$ cat config.mk
export PLATFORM = sky130hd
export DESIGN_NAME = ppm_p6_stream_parser_core
export DESIGN_NICKNAME = d
export VERILOG_FILES = /design/src/ppmp6_pkg.sv /design/src/ppmp6_front.sv /design/src/ppmp6_queue.sv /design/src/ppmp6_parse.sv /design/src/ppm_p6_stream_parser_core.sv
export SDC_FILE = /design/constraint.sdc
export NUM_CORES = 1
export LEC_CHECK = 0
export BUFFER_PORTS_ARGS = -buffer_cell sky130_fd_sc_hd__buf_2
export CAP_MARGIN = 0
export CORE_UTILIZATION = 35
export DETAILED_ROUTE_END_ITERATION = 16
export PLACE_DENSITY_LB_ADDON = 0.08
export SLEW_MARGIN = 20
export SYNTH_ARGS = -nofsm -noshare
export SYNTH_HDL_FRONTEND = slang
export SYNTH_SLANG_ARGS = --single-unit
$ cat constraint.sdc
create_clock -name clk -period 9.2 [get_ports clk]
set_clock_uncertainty 0.2 [all_clocks]
set_input_delay 0.46 -clock clk [delete_from_list [all_inputs] [get_ports clk]]
set_output_delay 0.46 -clock clk [all_outputs]
set_load 0.03 [all_outputs]
$ cat src/ppmp6_pkg.sv
// Shared types and constants for the PPM P6 stream parser.
`timescale 1ns / 1ps
package ppmp6_pkg;

  // Byte plus its character class, as passed from the front end to the parser.
  typedef struct packed {
    logic [7:0] data;
    logic [3:0] digit;
    logic       is_ws;
    logic       is_digit;
    logic       is_hash;
    logic       is_p;
    logic       is_six;
    logic       is_eol;
  } ppmp6_beat_t;

  // Handshake between queue and parser.
  typedef struct packed {
    logic        valid;
    ppmp6_beat_t beat;
  } ppmp6_qout_t;

  localparam int unsigned QDEPTH = 2;
  localparam int unsigned QPTR_W = $clog2(QDEPTH);
  localparam int unsigned QCNT_W = $clog2(QDEPTH + 1);

  localparam logic [1:0] KIND_HEADER = 2'd0;
  localparam logic [1:0] KIND_PIXEL  = 2'd1;
  localparam logic [1:0] KIND_ERROR  = 2'd2;

  localparam logic [1:0] FAULT_MAGIC    = 2'd0;
  localparam logic [1:0] FAULT_MAXVAL   = 2'd1;
  localparam logic [1:0] FAULT_NONDIGIT = 2'd2;
  localparam logic [1:0] FAULT_OVERFLOW = 2'd3;

  localparam logic [15:0] MAXVAL_REQ = 16'd255;

endpackage

$ cat src/ppmp6_front.sv
// Front end: classifies each incoming byte for the parser.
`timescale 1ns / 1ps
module ppmp6_front
  import ppmp6_pkg::*;
(
  input  logic [7:0]  in_data_byte,
  output ppmp6_beat_t beat
);

  always_comb begin
    beat.data     = in_data_byte;
    beat.digit    = in_data_byte[3:0];
    beat.is_ws    = (in_data_byte == 8'h20) ||
                    ((in_data_byte >= 8'h09) && (in_data_byte <= 8'h0D));
    beat.is_digit = (in_data_byte >= 8'h30) && (in_data_byte <= 8'h39);
    beat.is_hash  = (in_data_byte == 8'h23);
    beat.is_p     = (in_data_byte == 8'h50) || (in_data_byte == 8'h70);
    beat.is_six   = (in_data_byte == 8'h36);
    beat.is_eol   = (in_data_byte == 8'h0A) || (in_data_byte == 8'h0D);
  end

endmodule

$ cat src/ppmp6_queue.sv
// Short FIFO decoupling the byte classifier from the parser.
`timescale 1ns / 1ps
module ppmp6_queue
  import ppmp6_pkg::*;
(
  input  logic              clk,
  input  logic              rst_n,
  input  logic              push_valid,
  output logic              push_ready,
  input  ppmp6_beat_t       push_beat,
  output ppmp6_qout_t       head,
  input  logic              pop_ready,
  output logic [QCNT_W-1:0] fill
);

  ppmp6_beat_t       mem_r [QDEPTH];
  logic [QPTR_W-1:0] wr_ptr_r, wr_ptr_nxt;
  logic [QPTR_W-1:0] rd_ptr_r, rd_ptr_nxt;
  logic [QCNT_W-1:0] count_r, count_nxt;
  logic              push, pop;

  assign push_ready = (count_r != QCNT_W'(QDEPTH));
  assign push       = push_valid && push_ready;
  assign pop        = pop_ready && (count_r != '0);

  assign head.valid = (count_r != '0);
  assign head.beat  = mem_r[rd_ptr_r];
  assign fill       = count_r;

  always_comb begin
    wr_ptr_nxt = wr_ptr_r;
    rd_ptr_nxt = rd_ptr_r;
    if (push) begin
      wr_ptr_nxt = (wr_ptr_r == QPTR_W'(QDEPTH - 1)) ? '0 : wr_ptr_r + 1'b1;
    end
    if (pop) begin
      rd_ptr_nxt = (rd_ptr_r == QPTR_W'(QDEPTH - 1)) ? '0 : rd_ptr_r + 1'b1;
    end
    count_nxt = count_r + QCNT_W'(push) - QCNT_W'(pop);
  end

  always_ff @(posedge clk) begin
    if (!rst_n) begin
      wr_ptr_r <= '0;
      rd_ptr_r <= '0;
      count_r  <= '0;
    end else begin
      wr_ptr_r <= wr_ptr_nxt;
      rd_ptr_r <= rd_ptr_nxt;
      count_r  <= count_nxt;
    end
  end

  always_ff @(posedge clk) begin
    if (push) begin
      mem_r[wr_ptr_r] <= push_beat;
    end
  end

endmodule

$ cat src/ppmp6_parse.sv
// Back end: header/pixel state machine with registered result stage.
`timescale 1ns / 1ps
module ppmp6_parse
  import ppmp6_pkg::*;
#(
  parameter int unsigned DIM_BITS = 16
) (
  input  logic        clk,
  input  logic        rst_n,
  input  ppmp6_qout_t head,
  output logic        pop_ready,
  output logic        out_valid,
  input  logic        out_ready,
  output logic [1:0]  out_kind,
  output logic [15:0] out_image_cols,
  output logic [15:0] out_image_rows,
  output logic [7:0]  out_red,
  output logic [7:0]  out_green,
  output logic [7:0]  out_blue,
  output logic [1:0]  out_fault,
  output logic        out_last_pixel
);

  localparam int unsigned PIX_W = 2 * DIM_BITS;

  typedef enum logic [9:0] {
    PH_MAGIC0 = 10'b00_0000_0001,
    PH_MAGIC1 = 10'b00_0000_0010,
    PH_GAP_W  = 10'b00_0000_0100,
    PH_NUM_W  = 10'b00_0000_1000,
    PH_GAP_H  = 10'b00_0001_0000,
    PH_NUM_H  = 10'b00_0010_0000,
    PH_GAP_M  = 10'b00_0100_0000,
    PH_NUM_M  = 10'b00_1000_0000,
    PH_PIXELS = 10'b01_0000_0000,
    PH_ERROR  = 10'b10_0000_0000
  } ppmp6_phase_t;

  ppmp6_phase_t         phase_r, phase_nxt;
  logic                 comment_r, comment_nxt;
  logic [15:0]          accum_r, accum_nxt;
  logic [DIM_BITS-1:0]  width_r, width_nxt;
  logic [DIM_BITS-1:0]  height_r, height_nxt;
  logic [PIX_W-1:0]     pix_left_r, pix_left_nxt;
  logic [1:0]           byte_idx_r, byte_idx_nxt;
  logic [7:0]           red_r, red_nxt;
  logic [7:0]           green_r, green_nxt;

  logic                 out_valid_r, out_valid_nxt;
  logic [1:0]           kind_r, fault_r;
  logic [15:0]          cols_r, rows_r;
  logic [7:0]           ored_r, ogreen_r, oblue_r;
  logic                 last_r;

  logic                 consume;
  ppmp6_beat_t          b;
  logic [19:0]          acc_mul;
  logic                 dim_ovf, max_ovf;
  logic [PIX_W-1:0]     area;
  logic [PIX_W-1:0]     pix_dec;

  logic                 res_valid;
  logic [1:0]           res_kind, res_fault;
  logic [15:0]          res_cols, res_rows;
  logic [7:0]           res_red, res_green, res_blue;
  logic                 res_last;

  assign pop_ready = !out_valid_r || out_ready;
  assign consume   = head.valid && pop_ready;
  assign b         = head.beat;

  // accum * 10 + digit
  assign acc_mul = ({4'b0, accum_r} << 3) + ({4'b0, accum_r} << 1) + {16'b0, b.digit};
  assign dim_ovf = |acc_mul[19:DIM_BITS];
  assign max_ovf = |acc_mul[19:16];
  assign area    = width_r * height_r;
  assign pix_dec = pix_left_r - PIX_W'(pix_left_r != '0);

  always_comb begin
    phase_nxt    = phase_r;
    comment_nxt  = comment_r;
    accum_nxt    = accum_r;
    width_nxt    = width_r;
    height_nxt   = height_r;
    pix_left_nxt = pix_left_r;
    byte_idx_nxt = byte_idx_r;
    red_nxt      = red_r;
    green_nxt    = green_r;
    res_valid    = 1'b0;
    res_kind     = KIND_HEADER;
    res_fault    = FAULT_MAGIC;
    res_cols     = '0;
    res_rows     = '0;
    res_red      = '0;
    res_green    = '0;
    res_blue     = '0;
    res_last     = 1'b0;

    unique case (phase_r)
      PH_MAGIC0: begin
        if (!b.is_ws) begin
          if (b.is_p) begin
            phase_nxt = PH_MAGIC1;
          end else begin
            phase_nxt = PH_ERROR;
            res_valid = 1'b1;
            res_kind  = KIND_ERROR;
            res_fault = FAULT_MAGIC;
          end
        end
      end
      PH_MAGIC1: begin
        if (b.is_six) begin
          phase_nxt   = PH_GAP_W;
          comment_nxt = 1'b0;
        end else begin
          phase_nxt = PH_ERROR;
          res_valid = 1'b1;
          res_kind  = KIND_ERROR;
          res_fault = FAULT_MAGIC;
        end
      end
      PH_GAP_W, PH_GAP_H, PH_GAP_M: begin
        priority if (comment_r) begin
          if (b.is_eol) begin
            comment_nxt = 1'b0;
          end
        end else if (b.is_ws) begin
          comment_nxt = 1'b0;
        end else if (b.is_hash) begin
          comment_nxt = 1'b1;
        end else if (b.is_digit) begin
          accum_nxt = {12'b0, b.digit};
          phase_nxt = (phase_r == PH_GAP_W) ? PH_NUM_W :
                      (phase_r == PH_GAP_H) ? PH_NUM_H : PH_NUM_M;
        end else begin
          phase_nxt = PH_ERROR;
          res_valid = 1'b1;
          res_kind  = KIND_ERROR;
          res_fault = FAULT_NONDIGIT;
        end
      end
      PH_NUM_W, PH_NUM_H: begin
        priority if (b.is_digit) begin
          if (dim_ovf) begin
            phase_nxt = PH_ERROR;
            res_valid = 1'b1;
            res_kind  = KIND_ERROR;
            res_fault = FAULT_OVERFLOW;
          end else begin
            accum_nxt = acc_mul[15:0];
          end
        end else if (b.is_ws || b.is_hash) begin
          if (phase_r == PH_NUM_W) begin
            width_nxt = accum_r[DIM_BITS-1:0];
            phase_nxt = PH_GAP_H;
          end else begin
            height_nxt = accum_r[DIM_BITS-1:0];
            phase_nxt  = PH_GAP_M;
          end
          accum_nxt   = '0;
          comment_nxt = b.is_hash;
        end else begin
          phase_nxt = PH_ERROR;
          res_valid = 1'b1;
          res_kind  = KIND_ERROR;
          res_fault = FAULT_NONDIGIT;
        end
      end
      PH_NUM_M: begin
        priority if (b.is_digit) begin
          if (max_ovf) begin
            phase_nxt = PH_ERROR;
            res_valid = 1'b1;
            res_kind  = KIND_ERROR;
            res_fault = FAULT_OVERFLOW;
          end else begin
            accum_nxt = acc_mul[15:0];
          end
        end else if (b.is_ws) begin
          res_valid = 1'b1;
          if (accum_r != MAXVAL_REQ) begin
            phase_nxt = PH_ERROR;
            res_kind  = KIND_ERROR;
            res_fault = FAULT_MAXVAL;
          end else begin
            accum_nxt    = '0;
            pix_left_nxt = area;
            byte_idx_nxt = '0;
            phase_nxt    = ((width_r == '0) || (height_r == '0)) ? PH_MAGIC0 : PH_PIXELS;
            res_kind     = KIND_HEADER;
            res_cols     = 16'(width_r);
            res_rows     = 16'(height_r);
          end
        end else begin
          phase_nxt = PH_ERROR;
          res_valid = 1'b1;
          res_kind  = KIND_ERROR;
          res_fault = FAULT_NONDIGIT;
        end
      end
      PH_PIXELS: begin
        priority if (byte_idx_r == 2'd0) begin
          red_nxt      = b.data;
          byte_idx_nxt = 2'd1;
        end else if (byte_idx_r == 2'd1) begin
          green_nxt    = b.data;
          byte_idx_nxt = 2'd2;
        end else begin
          byte_idx_nxt = 2'd0;
          pix_left_nxt = pix_dec;
          res_valid    = 1'b1;
          res_kind     = KIND_PIXEL;
          res_red      = red_r;
          res_green    = green_r;
          res_blue     = b.data;
          if (pix_dec == '0) begin
            res_last  = 1'b1;
            phase_nxt = PH_MAGIC0;
          end
        end
      end
      PH_ERROR: begin
        phase_nxt = PH_ERROR;
      end
      default: begin
        phase_nxt = PH_ERROR;
      end
    endcase

    out_valid_nxt = out_valid_r && !out_ready;
    if (consume && res_valid) begin
      out_valid_nxt = 1'b1;
    end
  end

  always_ff @(posedge clk) begin
    if (!rst_n) begin
      phase_r     <= PH_MAGIC0;
      comment_r   <= 1'b0;
      accum_r     <= '0;
      width_r     <= '0;
      height_r    <= '0;
      pix_left_r  <= '0;
      byte_idx_r  <= '0;
      red_r       <= '0;
      green_r     <= '0;
      out_valid_r <= 1'b0;
    end else begin
      if (consume) begin
        phase_r    <= phase_nxt;
        comment_r  <= comment_nxt;
        accum_r    <= accum_nxt;
        width_r    <= width_nxt;
        height_r   <= height_nxt;
        pix_left_r <= pix_left_nxt;
        byte_idx_r <= byte_idx_nxt;
        red_r      <= red_nxt;
        green_r    <= green_nxt;
      end
      out_valid_r <= out_valid_nxt;
    end
  end

  // result payload, loaded only when a new result is produced
  always_ff @(posedge clk) begin
    if (consume && res_valid) begin
      kind_r   <= res_kind;
      fault_r  <= res_fault;
      cols_r   <= res_cols;
      rows_r   <= res_rows;
      ored_r   <= res_red;
      ogreen_r <= res_green;
      oblue_r  <= res_blue;
      last_r   <= res_last;
    end
  end

  assign out_valid      = out_valid_r;
  assign out_kind       = kind_r;
  assign out_fault      = fault_r;
  assign out_image_cols = cols_r;
  assign out_image_rows = rows_r;
  assign out_red        = ored_r;
  assign out_green      = ogreen_r;
  assign out_blue       = oblue_r;
  assign out_last_pixel = last_r;

endmodule

$ cat src/ppm_p6_stream_parser_core.sv
// Top level of the PPM P6 stream parser: classifier, queue and parser.
`timescale 1ns / 1ps
// Usage
//   Input channel (in_valid/in_ready/in_data_byte): one byte of a binary PPM
//   file per beat. The header is "P6" or "p6", then width, height and maxval
//   in decimal, separated by whitespace and '#' comments; maxval must be 255.
//   One whitespace byte ends the header, then width*height RGB triples follow.
//   Result channel (out_valid/out_ready/out_*): zero or one beat per input
//   byte - a header beat (kind 0, cols/rows), a pixel beat per triple (kind 1,
//   last_pixel on the final one) or an error beat (kind 2, fault code).
//   Unused result fields read as zero.
//   After the last pixel (or an empty image) the parser waits for a new file.
//   After an error it swallows every byte until reset.
// Timing
//   One byte per clock sustained while out_ready stays high. A byte enters a
//   two-entry queue; the parser takes it from the head and loads the output
//   register, which drives out_valid.
//   While the output register is stalled the parser holds and the queue
//   fills; in_ready drops once both queue entries are occupied.
// Reset
//   rst_n is synchronous, active low: queue empty, no result pending, parser
//   waiting for the magic number.
module ppm_p6_stream_parser_core
  import ppmp6_pkg::*;
#(
  parameter int unsigned DIM_BITS = 16
) (
  input  logic        clk,
  input  logic        rst_n,
  input  logic        in_valid,
  output logic        in_ready,
  input  logic [7:0]  in_data_byte,
  output logic        out_valid,
  input  logic        out_ready,
  output logic [1:0]  out_kind,
  output logic [15:0] out_image_cols,
  output logic [15:0] out_image_rows,
  output logic [7:0]  out_red,
  output logic [7:0]  out_green,
  output logic [7:0]  out_blue,
  output logic [1:0]  out_fault,
  output logic        out_last_pixel
);

  ppmp6_beat_t       cls_beat;
  ppmp6_qout_t       q_head;
  logic              q_pop;
  logic [QCNT_W-1:0] q_fill;

  // front end: byte classification
  ppmp6_front u_front (
    .in_data_byte (in_data_byte),
    .beat         (cls_beat)
  );

  // decoupling queue, lets input keep flowing while the result side stalls
  ppmp6_queue u_queue (
    .clk        (clk),
    .rst_n      (rst_n),
    .push_valid (in_valid),
    .push_ready (in_ready),
    .push_beat  (cls_beat),
    .head       (q_head),
    .pop_ready  (q_pop),
    .fill       (q_fill)
  );

  // back end: header and pixel parsing, registered result
  ppmp6_parse #(
    .DIM_BITS (DIM_BITS)
  ) u_parse (
    .clk            (clk),
    .rst_n          (rst_n),
    .head           (q_head),
    .pop_ready      (q_pop),
    .out_valid      (out_valid),
    .out_ready      (out_ready),
    .out_kind       (out_kind),
    .out_image_cols (out_image_cols),
    .out_image_rows (out_image_rows),
    .out_red        (out_red),
    .out_green      (out_green),
    .out_blue       (out_blue),
    .out_fault      (out_fault),
    .out_last_pixel (out_last_pixel)
  );

  // queue never holds more than its depth
  a_queue_bound: assert property (@(posedge clk) disable iff (!rst_n)
    q_fill <= QCNT_W'(QDEPTH))
    else $error("queue fill beyond depth");

  // queue drains whenever the result register is free
  a_drain: assert property (@(posedge clk) disable iff (!rst_n)
    (q_fill != '0) && !out_valid |-> q_pop)
    else $error("parser stalled with free result register");

  // last pixel flag only on pixel beats
  a_last_kind: assert property (@(posedge clk) disable iff (!rst_n)
    out_valid && out_last_pixel |-> out_kind == KIND_PIXEL)
    else $error("last_pixel on non-pixel result");

  // non-zero fault code only on error beats
  a_fault_kind: assert property (@(posedge clk) disable iff (!rst_n)
    out_valid && (out_fault != FAULT_MAGIC) |-> out_kind == KIND_ERROR)
    else $error("fault code on non-error result");

endmodule

# Word level (Yosys, flattened, before mapping)
# Memory sizes are Yosys's and may differ from the RTL's. A register that Yosys moved wholly into a read port is not among the register bits.
# Cells that the tools add are included.
# Widths: inputs -> output; s select.
[totals]
mem_count = 1
ramBits = 36
word_cells = 209
regBits = 175
inputBits = 12
[mem_list]
columns = ["memory", "depth", "width", "rd", "rd_clocked_by_memory_dff", "wr", "line", "text"]
rows = [
  ["u_queue.mem_r", 2, 18, 1, 1, 1, "ppmp6_queue.sv:16", "ppmp6_beat_t mem_r [QDEPTH];"],
]
[classes]
eq_ne = 36
mul = 1
n_reduce_logical = 37
bitwise = 6
addsub = 7
muxes = 96
magnitude_cmp = 4
[ops]
columns = ["op", "count"]
rows = [
  ["$mux 10", 17],
  ["$mux 16", 10],
  ["$mux 32", 5],
  ["$pmux 32 s2", 1],
  ["$pmux 10 s6", 1],
  ["$pmux 16 s3", 1],
  ["$mux 2", 23],
  ["$logic_not 16->1", 2],
  ["$logic_not 32->1", 1],
  ["$mul 16x16->32", 1],
  ["$reduce_bool 32->1", 1],
  ["$sub 32x1->32", 1],
  ["$mux 1", 30],
  ["$eq 8x6->1 const B", 3],
  ["$add 19x17->20", 1],
  ["$add 20x4->20", 1],
  ["$ne 2x2->1 const B", 10],
  ["$reduce_and 5->1", 4],
  ["$eq 8x4->1 const B", 2],
  ["$eq 8x7->1 const B", 2],
  ["$ne 16x8->1 const B", 1],
  ["$pmux 2 s6", 1],
  ["$eq 10x1->1 const B", 1],
  ["$eq 10x2->1 const B", 1],
  ["40 further kinds", 66],
]

# Logic depth before layout (Yosys ltp)
[depth]
word_depth = 8
mapped_depth = 25
mapped_depth_nobuf = 23

# Hierarchy
# A second synthesis with hierarchy kept.
[unflattened]
hier_cells = 2110
area_unflattened_um2 = 19286.0
[by_module_without_submodules]
columns = ["mod", "n_inst", "seq_area_each_um2", "area_per_inst_um2", "cells_each"]
rows = [
  ["ppmp6_parse", 1, 4033.9, 17503.0, 1993],
  ["ppmp6_queue", 1, 1181.1, 1562.7, 85],
  ["ppmp6_front", 1, 0.0, 220.2, 32],
]

# Least setup slack after synthesis
# OpenSTA, ideal clock, no wires.
[synth_path]
path_type = "reg-to-reg"
from = "register u_parse.height_r[1]"
to = "register u_parse.pix_left_r[19]"
setup_ps = 70
required_time_ps = 8930
t_arrival_ps = 6260
slack_ps = 2670
synth_period_minus_slack_ps = 6530
n_path_buf = 2
stages_incl_launch_ff = 23
path_cell_list = "dfxtp_1 > clkbuf_1 > clkbuf_1 > nand2_1 > fa_1 > fa_1 > fa_1 > fa_1 > inv_1 > fa_1 > inv_1 > fa_1 > inv_1 > ha_1 > nand2_1 > o21ai_0 > a2111oi_0 > o21bai_1 > a31o_2 > a211oi_1 > xnor2_1 > nand2_1 > a21oi_1"
[synth_via]
elab_chain_cells = 5
[synth_lines]
columns = ["element", "line", "text"]
rows = [
  ["start: declaration", "ppmp6_parse.sv:43", "logic [DIM_BITS-1:0] height_r, height_nxt;"],
  ["start signal: assignment", "ppmp6_parse.sv:255", "height_r <= height_nxt;"],
  ["$mul 16x16->32", "ppmp6_parse.sv:76", "assign area = width_r * height_r;"],
  ["$mux 32", "ppmp6_parse.sv:182", "if (accum_r != MAXVAL_REQ) begin"],
  ["$mux 32", "ppmp6_parse.sv:180", "end else if (b.is_ws) begin"],
  ["$mux 32", "ppmp6_parse.sv:171", "priority if (b.is_digit) begin"],
  ["$pmux 32 s2", "ppmp6_parse.sv:99", "unique case (phase_r)"],
  ["end signal: assignment", "ppmp6_parse.sv:256", "pix_left_r <= pix_left_nxt;"],
  ["end: declaration", "ppmp6_parse.sv:44", "logic [PIX_W-1:0] pix_left_r, pix_left_nxt;"],
]
# No other way between the ends. The select of a mux whose other input is x is not followed.
# A chain may end at the register's enable or synchronous reset.

# Worst setup path after layout
[layout_path]
from = "register u_parse.width_r[8]"
to = "register u_parse.pix_left_r[31]"
[layout_via]
elab_chain_cells = 5
[layout_lines]
columns = ["element", "line", "text"]
rows = [
  ["start: declaration", "ppmp6_parse.sv:42", "logic [DIM_BITS-1:0] width_r, width_nxt;"],
  ["start signal: assignment", "ppmp6_parse.sv:254", "width_r <= width_nxt;"],
  ["$mul 16x16->32", "ppmp6_parse.sv:76", ""],
  ["$mux 32", "ppmp6_parse.sv:182", ""],
  ["$mux 32", "ppmp6_parse.sv:180", ""],
  ["$mux 32", "ppmp6_parse.sv:171", ""],
  ["$pmux 32 s2", "ppmp6_parse.sv:99", ""],
]
# No other way between the ends. The select of a mux whose other input is x is not followed.

==> summary.md <==
| Metric | Value |
|---|---|
| Core Area | 52800 um2 |
| CP Launch Type | flip-flop |
| Fin cells | 2827 |
| Ant. Diodes | 0 |
| First-pass GRT wire length | 88.5 mm |
| PwrDens | about 120 nW/um2 |
| Clock Sinks | 204 |
| Share of layout cells above drive strength 1 | 0.0823 |
| DRT Pass-1 Iters | 11 |
| Peak supply drop | 0.136 mV |
| Total grt overflow | 0 |
| Vias in the first global route | 15217 |
| Setup Buffers After CTS | 0 |
| Synth top area share | 0.209 |
| Bufs on Longest Clock Path | 3 |
| Synthesized Nets | 2452 |
| Worst EP arrival | 7.71 ns |
| Sequential-to-total area share from yosys stat | 0.265 |
| Synth Area in Simple Gates | 0.205 |
| Synth Area per Inst | 8.91 um2 |
| Setup Crit Path Kind | flip-flop to flip-flop |
| H-tree depth | 1 |
| Max_cap viols | 0 |
| Total number of vias | between 10000 and 15000 |
| Failing checks | DRC |
| Initial Util | 0.355 |
| TritonCTS buffer count | 26 |
| GPL Wtd Cong | 0.812 |
| Avg Vias per Cell | 5.26 |
| Worst-path maximum fanout | 19 |
| Ys Warns | 0 |
| Ys flop type | dfxtp_1 |
| Nets | 2466 |
| Placed cells | ~2800 |
| Largest cells by area after synthesis | fa_1 21%, edfxtp_1 14%, dfxtp_1 12%, ha_1 9.3%, nand2_1 5.7% |
| Max_slew headroom | 0.304 |
| FP Rows | 84 |
| Leak pwr | 9.13 nW |
| ANT nets after route | 0 |
| CTS root buf | clkbuf_16 |
| Iter 0 DRT Violations | 790 |
| Syn Inst Count | 2105 |
| FF+latch count, synth | a little over 200 |
| Drt wl/cell | between 15 and 20 um |
| Tightest Hold Check Type | input pin to flip-flop |
| Final setup TNS | 0 ns |
| Final setup viols | 0 |
| CTS clk-pin slew, worst paths | 0.06 ns |
| Fmax | 134 MHz |
| Number of flops mapped to enable cells by yosys | slightly below 90 |
| FILL cells | around 5400 |
| Port bufs | 74 |
| Remaining DRCs | 12 |
| Final clock period utilization by the worst path | 0.810 |
| Die Wd | 233 um |
| Boundary Pins | 75 |
| Max Slew Vio Count | 0 |
| Pin count of the biggest net entering global routing | 63 |
| DP Wirelength | about 41 mm |
| CTS tree | yes |
| XOR/XNOR Fraction of Synth Area | 0.0206 |
| Post-Syn Area | 18800 um2 |
| Dominant cell type by area after synthesis | fa_1 |
| Largest family of logic cells by synthesized area | adder cells |
| Multiplexer area fraction after synthesis | 0.0125 |
| RSZ-0062 raised after global routing | false |
| Initial antenna violation count | 1 |
| Post-CTS sizing | 0 |
| Post-route cell area | 20700 um2 |
| Worst-Skew Late Latency | 0.57 ns |
| Status | complete, but fails checks |
| Ys async rst share | 0 |
| Worst-Margin Slew | 1.04 ns |
| Hold Vio Cnt, Final | 0 |
| Drt total wl | 55.8 mm |
| Dpl cell area | about 20000 um2 |
| Critical path required time | about 9.5 ns |
| Synthesis-to-layout area growth | 10.4% |
| Die Height | 233 um |
| Complex-gate fraction of the synthesized area | 0.119 |
| CP endpoint kind | flip-flop |
| Adder-cell share of the synthesized area | 0.302 |
| Cell variety after synth | 78 |
| Total track usage | 0.209 |
| Die ar. | roughly 55000 um2 |
| Final Critical Period | 7.45 ns |
synthesized netlist by cell type (4+ instances only):
cell type	count
nand2_1	285
inv_1	253
fa_1	196
and2_1	154
ha_1	139
clkbuf_1	118
nor2_1	118
dfxtp_1	115
a21oi_1	111
edfxtp_1	89
o21ai_0	79
nand3_1	40
a211oi_1	30
nor4_1	27
xor2_1	24
and3_1	23
nor3_1	23
nand4_1	21
mux2i_1	20
xnor2_1	20
a21o_1	16
o21ai_1	15
o31ai_1	12
a31oi_1	11
nand2b_1	11
or4_1	9
o21a_1	8
o22ai_1	8
buf_1	7
nor2b_1	7
nor3b_1	7
o211ai_1	7
a22oi_1	6
a22o_1	5
and4_1	5
o32ai_1	5
a211o_1	4
a221oi_1	4
nand3b_1	4
or2_2	4
layer usage:
metal | vias up | track usage | wire length [um]
met5 | - | 0 | 0
met4 | 0 | 0.0408 | 972
met3 | 64 | 0.0377 | 2950
met2 | 319 | 0.339 | 25700
met1 | 7416 | 0.292 | 26100
li1 | 7061 | - | -
flip-flops by register name, summed over array words and instances (netlist names), 10 cells and up, named ones only:
| signal | count |
|---|---|
| u_parse.accum_r | 16 |
| u_parse.height_r | 16 |
| u_parse.out_image_cols | 16 |
| u_queue.mem_r | 28 |
| u_parse.out_image_rows | 16 |
| u_parse.pix_left_r | 32 |
| u_parse.phase_r | 10 |
| u_parse.width_r | 16 |
critical path, stage by stage (launching register included):
cell,delay (ns)
dfxtp_1,0.89
nand2_1,0.16
fa_1,0.54
fa_1,0.47
fa_1,0.53
fa_1,0.55
inv_1,0.06
fa_1,0.53
inv_1,0.07
fa_1,0.54
inv_1,0.05
ha_1,0.36
nand2_1,0.09
o21ai_0,0.15
a2111oi_0,0.83
nor4_1,0.21
nor4_1,0.43
o31ai_1,0.16
xnor2_1,0.20
a221oi_1,0.28
nor2_1,0.07
path summary, 6_finish.rpt:
path,from,to,slack [ns],cells after the start
setup / recovery,u_parse.width_r[8]$_SDFFE_PN0P_,u_parse.pix_left_r[31]$_SDFFE_PN0P_,1.75,20
hold / removal,in_valid,u_queue.wr_ptr_r$_SDFFE_PN0P_,0.08,4
setup reg to reg,u_parse.width_r[8]$_SDFFE_PN0P_,u_parse.pix_left_r[31]$_SDFFE_PN0P_,1.75,20
hold reg to reg,u_parse.height_r[11]$_SDFFE_PN0P_,u_parse.height_r[11]$_SDFFE_PN0P_,0.28,2
where the power goes:
part,leakage [nW],internal (mW),switching [mW],total (mW)
Combinational,6.95,0.127,0.351,0.477
Clock,0.402,0.590,0.436,1.03
Sequential,1.78,1.05,0.0300,1.08
cells in the final DEF (no fill, tap or decap), types with 6 or more instances in the layout:
cell type,n
nand3_1,40
a211oi_1,30
nor3b_1,7
fa_1,196
mux2i_1,20
xnor2_1,20
o31ai_1,12
clkbuf_16,26
dlygate4sd3_1,9
nor3_1,23
a21oi_1,111
nand2b_1,11
or4_1,9
ha_1,139
clkinvlp_4,6
a22oi_1,6
nand2_1,284
buf_4,27
nor2_1,117
and2_1,154
inv_1,253
buf_2,74
nand4_1,21
nor2b_1,7
a21o_1,16
o21ai_0,79
xor2_1,24
o21ai_1,14
o22ai_1,8
o21a_1,8
a31oi_1,11
dfxtp_1,115
edfxtp_1,89
and3_1,23
nor4_1,26
o211ai_1,7
repair_timing:
action | 4_1_cts | 5_1_grt
endpoints found under the setup margin | 0 | 0
endpoints found under the hold margin | 17 | 0
hold buffers | 9 | 0
cell type report:
type / instances / area, um2 / share of cell area
clock buffers: 31 / 679 / 0.0328
clock inverters: 17 / 181 / 0.00876
repair buffers: 111 / 674 / 0.0326
multi-input cells: 1521 / 12400 / 0.598
well taps: 688 / 861 / 0.0416
inverters: 255 / 957 / 0.0462
flip-flops and latches: 204 / 4970 / 0.240
metrics by stage:
| step | hold slack, ns | total power, mW | util | worst slack (ns) |
|---|---|---|---|---|
| after floorplan | 0.257 | 1.42 | - | 2.67 |
| after global placement | 0.261 | 1.58 | 0.374 | 1.95 |
| after detailed placement | 0.273 | 1.58 | 0.374 | 1.77 |
| after CTS | 0.0710 | 2.62 | 0.392 | 1.76 |
| after global routing | 0.138 | 2.70 | 0.392 | 1.27 |
| final | 0.0841 | 2.58 | 0.392 | 1.75 |
cells by family after synthesis:
family,after synthesis
AND/OR/NAND/NOR,764
buffers and inverters,380
AO/OA/AOI/OAI,355
adder cells (fa/ha/maj),335
flip-flops,204
XOR/XNOR,44
multiplexers,23
Power figures use the tool's default switching activity.
